===== src/rtl/core/ialst_pkg.sv =====
`default_nettype none

package ialst_pkg;

  // storage shape; the widths of the position and count fields follow from the depth
  localparam int DEPTH        = 16;
  localparam int ELEMENT_BITS = 32;
  localparam int POS_BITS     = $clog2(DEPTH);
  localparam int COUNT_BITS   = $clog2(DEPTH + 1);

  typedef logic [ELEMENT_BITS-1:0] element_t;
  typedef logic [POS_BITS-1:0]     pos_t;
  typedef logic [COUNT_BITS-1:0]   count_t;

  // operation codes
  localparam logic [2:0] OP_PUSH   = 3'd0;
  localparam logic [2:0] OP_POP    = 3'd1;
  localparam logic [2:0] OP_INSERT = 3'd2;
  localparam logic [2:0] OP_ERASE  = 3'd3;
  localparam logic [2:0] OP_READ   = 3'd4;
  localparam logic [2:0] OP_CLEAR  = 3'd5;

  // status codes
  localparam logic [1:0] ST_OK        = 2'd0;
  localparam logic [1:0] ST_BAD_INDEX = 2'd1;
  localparam logic [1:0] ST_FULL      = 2'd2;
  localparam logic [1:0] ST_EMPTY     = 2'd3;

  // command broadcast along the row of cells
  localparam logic [1:0] CMD_HOLD  = 2'd0;
  localparam logic [1:0] CMD_INS   = 2'd1;
  localparam logic [1:0] CMD_ERA   = 2'd2;

  typedef struct packed {
    logic [1:0] cmd;
    pos_t       pos;
    count_t     count;
    element_t   element;
  } cell_ctl_t;

endpackage

`default_nettype wire


===== src/rtl/core/ialst_cell.sv =====
`default_nettype none

module ialst_cell
  import ialst_pkg::*;
#(
  parameter int INDEX = 0
) (
  input  wire logic      clk,
  input  wire cell_ctl_t ctl,
  input  wire element_t  left_data,
  input  wire element_t  right_data,
  output element_t       data
);

  localparam count_t IDX      = COUNT_BITS'(INDEX);
  localparam count_t IDX_NEXT = COUNT_BITS'(INDEX + 1);

  element_t data_r;
  element_t data_nxt;
  count_t   pos_ext;

  assign pos_ext = {1'b0, ctl.pos};

  always_comb begin
    data_nxt = data_r;
    case (ctl.cmd)
      CMD_INS: begin
        if (IDX == pos_ext) begin
          data_nxt = ctl.element;
        end else if ((IDX > pos_ext) && (IDX <= ctl.count)) begin
          data_nxt = left_data;
        end
      end
      CMD_ERA: begin
        if ((IDX >= pos_ext) && (IDX_NEXT < ctl.count)) begin
          data_nxt = right_data;
        end
      end
      default: data_nxt = data_r;
    endcase
  end

  always_ff @(posedge clk) begin
    data_r <= data_nxt;
  end

  assign data = data_r;

endmodule

`default_nettype wire


===== src/rtl/core/indexed_insert_erase_list.sv =====
`default_nettype none

// indexed_insert_erase_list
// an ordered array of up to 16 elements of 32 bits, kept from index 0, with
// an element count. each request on the in_ channel carries an operation
// (push, pop, insert, erase, read, clear), a position and an element; each
// request gives exactly one result on the out_ channel with a status, the
// element read (zero unless a read succeeds) and the count afterwards.
// the result of an accepted request is registered and shows in the cycle
// after it is accepted. one request is taken per cycle while the receiver
// keeps up, as the whole row of cells shifts up or down at once and the
// count register is updated alongside it.
// the result sits in an output register; a new request is taken while it
// waits only when out_ready takes the old result in the same cycle, so a
// stalled receiver holds back the in_ channel and nothing is lost.
// reset (rst_n low, synchronous) empties the array and drops any pending
// result; element storage itself is not cleared, entries at or above the
// count are never read.
// a full array refuses push, and insert at a valid index, with status full.

module indexed_insert_erase_list
  import ialst_pkg::*;
(
  input  wire logic        clk,
  input  wire logic        rst_n,
  input  wire logic        in_valid,
  output logic             in_ready,
  input  wire logic [2:0]  in_operation,
  input  wire logic [3:0]  in_position,
  input  wire logic [31:0] in_element_in,
  output logic             out_valid,
  input  wire logic        out_ready,
  output logic [1:0]       out_status,
  output logic [31:0]      out_element_out,
  output logic [4:0]       out_count
);

  localparam count_t FULL_COUNT = COUNT_BITS'(DEPTH);

  logic      in_fire;
  count_t    count_r, count_nxt;
  logic      out_valid_r, out_valid_nxt;
  logic [1:0] status_nxt, out_status_r;
  element_t  read_nxt, out_element_r;
  cell_ctl_t ctl;
  count_t    pos_ext;
  element_t  cell_data [DEPTH];

  assign in_ready = !out_valid_r || out_ready;
  assign in_fire  = in_valid && in_ready;
  assign pos_ext  = {1'b0, in_position};

  // decode the request: status, new count, read data and the command
  // broadcast to the row of cells
  always_comb begin
    status_nxt  = ST_OK;
    count_nxt   = count_r;
    read_nxt    = '0;
    ctl.cmd     = CMD_HOLD;
    ctl.pos     = in_position;
    ctl.count   = count_r;
    ctl.element = in_element_in;
    case (in_operation)
      OP_PUSH: begin
        if (count_r >= FULL_COUNT) begin
          status_nxt = ST_FULL;
        end else begin
          // a push is an insert at the end
          ctl.cmd   = CMD_INS;
          ctl.pos   = count_r[POS_BITS-1:0];
          count_nxt = count_r + 1'b1;
        end
      end
      OP_POP: begin
        if (count_r == '0) begin
          status_nxt = ST_EMPTY;
        end else begin
          count_nxt = count_r - 1'b1;
        end
      end
      OP_INSERT: begin
        // index is checked before fullness
        if (pos_ext > count_r) begin
          status_nxt = ST_BAD_INDEX;
        end else if (count_r >= FULL_COUNT) begin
          status_nxt = ST_FULL;
        end else begin
          ctl.cmd   = CMD_INS;
          count_nxt = count_r + 1'b1;
        end
      end
      OP_ERASE: begin
        if (pos_ext >= count_r) begin
          status_nxt = ST_BAD_INDEX;
        end else begin
          ctl.cmd   = CMD_ERA;
          count_nxt = count_r - 1'b1;
        end
      end
      OP_READ: begin
        if (pos_ext >= count_r) begin
          status_nxt = ST_BAD_INDEX;
        end else begin
          read_nxt = cell_data[in_position];
        end
      end
      OP_CLEAR: count_nxt = '0;
      default: status_nxt = ST_OK;
    endcase
    // cells only move on an accepted request
    if (!in_fire) begin
      ctl.cmd = CMD_HOLD;
    end
  end

  // row of cells, each taking from its lower or upper neighbour
  for (genvar i = 0; i < DEPTH; i++) begin : g_cell
    element_t left_d, right_d;
    if (i == 0) begin : g_first
      assign left_d = '0;
    end else begin : g_left
      assign left_d = cell_data[i-1];
    end
    if (i == DEPTH - 1) begin : g_last
      assign right_d = '0;
    end else begin : g_right
      assign right_d = cell_data[i+1];
    end
    ialst_cell #(
      .INDEX (i)
    ) u_cell (
      .clk        (clk),
      .ctl        (ctl),
      .left_data  (left_d),
      .right_data (right_d),
      .data       (cell_data[i])
    );
  end

  // output register holds the result until taken
  always_comb begin
    out_valid_nxt = out_valid_r;
    if (in_fire) begin
      out_valid_nxt = 1'b1;
    end else if (out_ready) begin
      out_valid_nxt = 1'b0;
    end
  end

  always_ff @(posedge clk) begin
    if (!rst_n) begin
      count_r     <= '0;
      out_valid_r <= 1'b0;
    end else begin
      out_valid_r <= out_valid_nxt;
      if (in_fire) begin
        count_r <= count_nxt;
      end
    end
  end

  // result payload, no reset needed
  always_ff @(posedge clk) begin
    if (in_fire) begin
      out_status_r  <= status_nxt;
      out_element_r <= read_nxt;
    end
  end

  assign out_valid       = out_valid_r;
  assign out_status      = out_status_r;
  assign out_element_out = out_element_r;
  assign out_count       = count_r;

  // an accepted push into a non-full array grows the count by one
  a_push_grows: assert property (@(posedge clk) disable iff (!rst_n)
    (in_fire && (in_operation == OP_PUSH) && (count_r < FULL_COUNT))
    |=> (count_r == $past(count_r) + 1'b1))
    else $error("push did not grow the count");

  // an accepted clear leaves the array empty
  a_clear_empties: assert property (@(posedge clk) disable iff (!rst_n)
    (in_fire && (in_operation == OP_CLEAR)) |=> (count_r == '0))
    else $error("clear left elements behind");

  // a full status is only reported with the array full
  a_full_status: assert property (@(posedge clk) disable iff (!rst_n)
    (out_valid_r && (out_status_r == ST_FULL)) |-> (count_r == FULL_COUNT))
    else $error("full status with room left");

  // read data is only ever returned with an ok status
  a_read_ok: assert property (@(posedge clk) disable iff (!rst_n)
    (out_valid_r && (out_element_r != '0)) |-> (out_status_r == ST_OK))
    else $error("element returned with an error status");

  // the count never passes the capacity
  a_count_bound: assert property (@(posedge clk) disable iff (!rst_n)
    in_fire |=> (count_r <= FULL_COUNT))
    else $error("count beyond capacity");

endmodule

`default_nettype wire


===== config.mk =====
export PLATFORM = sky130hd
export DESIGN_NAME = indexed_insert_erase_list
export DESIGN_NICKNAME = d
export VERILOG_FILES = /design/src/rtl/core/ialst_pkg.sv /design/src/rtl/core/ialst_cell.sv /design/src/rtl/core/indexed_insert_erase_list.sv
export SDC_FILE = /design/constraint.sdc
export NUM_CORES = 1
export LEC_CHECK = 0
export BUFFER_PORTS_ARGS = -buffer_cell sky130_fd_sc_hd__buf_2
export CORE_MARGIN = 8
export CORE_UTILIZATION = 45
export CTS_CLUSTER_SIZE = 12
export DETAILED_ROUTE_END_ITERATION = 10
export PLACE_DENSITY_LB_ADDON = 0.05
export SYNTH_ARGS = -nofsm -noshare
export SYNTH_HDL_FRONTEND = slang
export SYNTH_SLANG_ARGS = --single-unit

===== constraint.sdc =====
create_clock -name clk -period 11.98 [get_ports clk]
set_input_delay 1.198 -clock clk [delete_from_list [all_inputs] [get_ports clk]]
set_output_delay 1.198 -clock clk [all_outputs]
set_load 0.01 [all_outputs]

==> metrics.cfg <==
[status]
status = finished, final reports clean

[placement]
io_buffers = 83
hpwl_um = 53680
placed_cell_area_mm2 = 0.03364
place_congestion = 0.7853

[worst_setup_path]
crit_top_cell = buf_12
crit_type = input pin to flop
critical_path.max_fanout = 278
required_ns = 12.30
startpoint_type = input pin
arrival_ns = 5.88
cp-end-kind = flop
path_cells = buf_4 > ha_1 > and3_1 > nand2_1 > a31oi_1 > or2_2 > inv_1 > ha_4 > buf_12 > buf_12 > o21ai_0
slowest_stage = buf_12
critPathMaxStageDelay_ns = 0.78

[sta]
fin_skew_ns = 0.02197
slew_viol_final = 0
fmax_mhz = 179.6
worstMarginPinSlew_ns = 1.181
setup_tns_ns = 0
finalHoldViolCount = 0
period_needed_ns = 5.567
holdWs_ns = 0.5350
final.period_utilization_pct = 46.47
setup_viol = 0
max-slew-margin-rel_pct = 21.03
rsz0062_at_grt = false

[global_routing]
grt_pass1_wl_um = 151500
gr-usage-all-layers_pct = 24.44
overflow = 0
grt_pass1_vias = 22510
grt_max_degree = 279
antenna_found_initial = 3

[cts]
cts_max_path_buffers = 3
worstSkewPairLatency_ns = 0.62
cts.sinks = 552
cts_tree = done
clockRootBuffer = clkbuf_16
cts_hold_buf = 0
cts_buffers = 66
cts_resized = 0
cts.clk_slew.worst_paths_ns = 0.06
cts_htree_levels = 3
postCtsSetupRepairBufs = 0

[yosys]
synth_ff_type = edfxtp_1
yosys_warnings = 0
synth_cell_types = 72
syn_inst = 2794
synth.avg_cell_area_um2 = 11.70
yosys_register_bits = 552
synth-edff-count = 546
async_flop_share_pct = 0
syn_area_mm2 = 0.03268
synth_fp_nets = 2848
synth-seq-area-share_pct = 50.53

[power_and_ir_drop]
p_leak_nw = 13.05
powerDensity_mw_per_mm2 = 135.6
ir_drop_v = 0.0001258

[finish]
area_delta_synth_final_pct = 9.176
nFillCells = 6504
multi_input_area_mm2 = 0.01504
drive_above_1_share_pct = 15.33
fin_area_mm2 = 0.03568
nets = 2792
register_area_mm2 = 0.01652

[drt]
top_layer_used = met5
drt-total-wl_um = 101600
drtPass1Iterations = 6
drc = 0
wl_met1_um = 43970
postRouteAntennaNets = 0
met2WireLength_um = 47610
viasPerCell = 6.151
wl_met3_um = 7244
avgRoutedWirePerCell_um = 27.12
first_iter_violations = 2343
vias = 23040

[die]
initial_utilization_pct = 45.10
rows = 99
fp.dieH_um = 285.5
io_pins = 84
coreArea_mm2 = 0.07246
die_w_um = 285.5
dieArea_mm2 = 0.08151

[hold_path]
worstHoldPathType = flop to flop

[run]
drv_cap = 0

-- cell usage in the layout (no fill, tap or decap), types with 6 or more instances in the layout --
| master | netlist | final |
|---|---|---|
| clkbuf_1 | 162 | 14 |
| a21oi_1 | 60 | 59 |
| o21ai_0 | 321 | 321 |
| mux2i_1 | 452 | 452 |
| clkinv_1 | 2 | 21 |
| edfxtp_1 | 546 | 546 |
| mux4_2 | 159 | 159 |
| ha_1 | 11 | 10 |
| buf_4 | 24 | 48 |
| clkbuf_16 | 0 | 68 |
| o21ai_1 | 176 | 176 |
| nor3_1 | 9 | 9 |
| inv_1 | 12 | 12 |
| clkinv_2 | 0 | 6 |
| nand2_1 | 573 | 573 |
| nor2b_1 | 36 | 36 |
| nor2_4 | 2 | 6 |
| nor2_1 | 32 | 28 |
| nand3_1 | 8 | 8 |
| buf_2 | 31 | 80 |
| nand2b_1 | 42 | 40 |
| dfxtp_1 | 6 | 6 |
-- cell families (layout without fill, tap and decap cells) --
logic type               after synthesis  in the layout  share of synthesized area (%)
AND/OR/NAND/NOR                      728            728                          9.494
adder cells (fa/ha/maj)               11             11                         0.4211
other                                  0              2                              0
buffers and inverters                271            262                          4.154
flip-flops                           552            552                          50.53
multiplexers                         621            621                          25.29
AO/OA/AOI/OAI                        611            611                          10.11
-- state kept, by name (all words and copies together), names as in the netlist --
signal              count
out_element_out        32
out_status              2
g_cell.u_cell.data    512
out_count               5
out_valid               1
-- worst paths after layout --
check / startpoint / end / slack, ns / depth (start not counted)
max: in_position[1] / g_cell[6].u_cell.data[21] / 6.41 / 11
min: out_valid / out_valid / 0.54 / 2
max reg2reg: out_count[1] / g_cell[6].u_cell.data[21] / 6.66 / 11
min reg2reg: out_valid / out_valid / 0.54 / 2
-- metal layers --
layer	track usage, %	vias to the layer above
met5	0	-
met4	6.914	2
met3	4.395	181
met2	39.24	884
met1	33.98	11660
li1	-	10320
-- metrics by stage --
stage | total power, W | cells | setup slack (ns) | util, %
2_1_floorplan | 0.002709 | 2794 | 4.964 | -
3_3_place_gp | 0.002909 | 3629 | 5.886 | 46.42
3_5_place_dp | 0.002921 | 3629 | 5.856 | 46.42
4_1_cts | 0.004887 | 3744 | 6.530 | 49.23
5_1_grt | 0.005002 | 3744 | 6.133 | 49.23
6_report | 0.004840 | 3746 | 6.413 | 49.24
-- synth_stat cells (all sizes together) (3+ instances only) --
| master | instances | share of area (%) |
|---|---|---|
| a311oi | 3 | 0.080 |
| a211o | 3 | 0.080 |
| ha | 11 | 0.42 |
| o21a | 4 | 0.092 |
| a21boi | 3 | 0.069 |
| a21o | 4 | 0.092 |
| a21oi | 63 | 1.0 |
| nand2 | 575 | 6.6 |
| nand3 | 8 | 0.12 |
| a211oi | 8 | 0.18 |
| nor2b | 36 | 0.69 |
| mux2i | 456 | 14 |
| a221oi | 5 | 0.13 |
| nand4 | 3 | 0.077 |
| o21ai | 497 | 7.6 |
| and3 | 3 | 0.057 |
| nand2b | 42 | 0.80 |
| edfxtp | 546 | 50 |
| nor3 | 10 | 0.17 |
| dfxtp | 6 | 0.37 |
| a31oi | 3 | 0.10 |
| clkbuf | 162 | 1.9 |
| inv | 13 | 0.15 |
| a22oi | 3 | 0.084 |
| and2 | 3 | 0.057 |
| buf | 94 | 2.1 |
| mux2 | 6 | 0.24 |
| mux4 | 159 | 11 |
| nor2 | 36 | 0.56 |
-- worst max-delay path: cells and delay by family --
kind / cells / cell delay, ns
buffers and inverters: 4 / 2.25
adders and majority gates: 2 / 1.01
and+or+nand+nor: 3 / 0.65
AOI/OAI and AO/OA: 2 / 0.34
-- final cells by class --
type,instances,area share (%)
flip-flops and latches,552,46.29
multi-input cells,1971,42.15
clock buffers,82,4.916
well taps,959,3.363
repair buffers,132,2.321
clock inverters,33,0.7925
inverters,15,0.1613
diodes,2,0.01403
-- power breakdown --
part           switching [W]  internal (W)  leakage (nW)  total (W)
sequential         0.0000596       0.00224          5.09    0.00230
combinational       0.000362      0.000220          6.97   0.000582
clock               0.000835       0.00112         0.990    0.00196
total                0.00126       0.00358          13.1    0.00484
No activity file was read; power rests on OpenSTA's default activity.
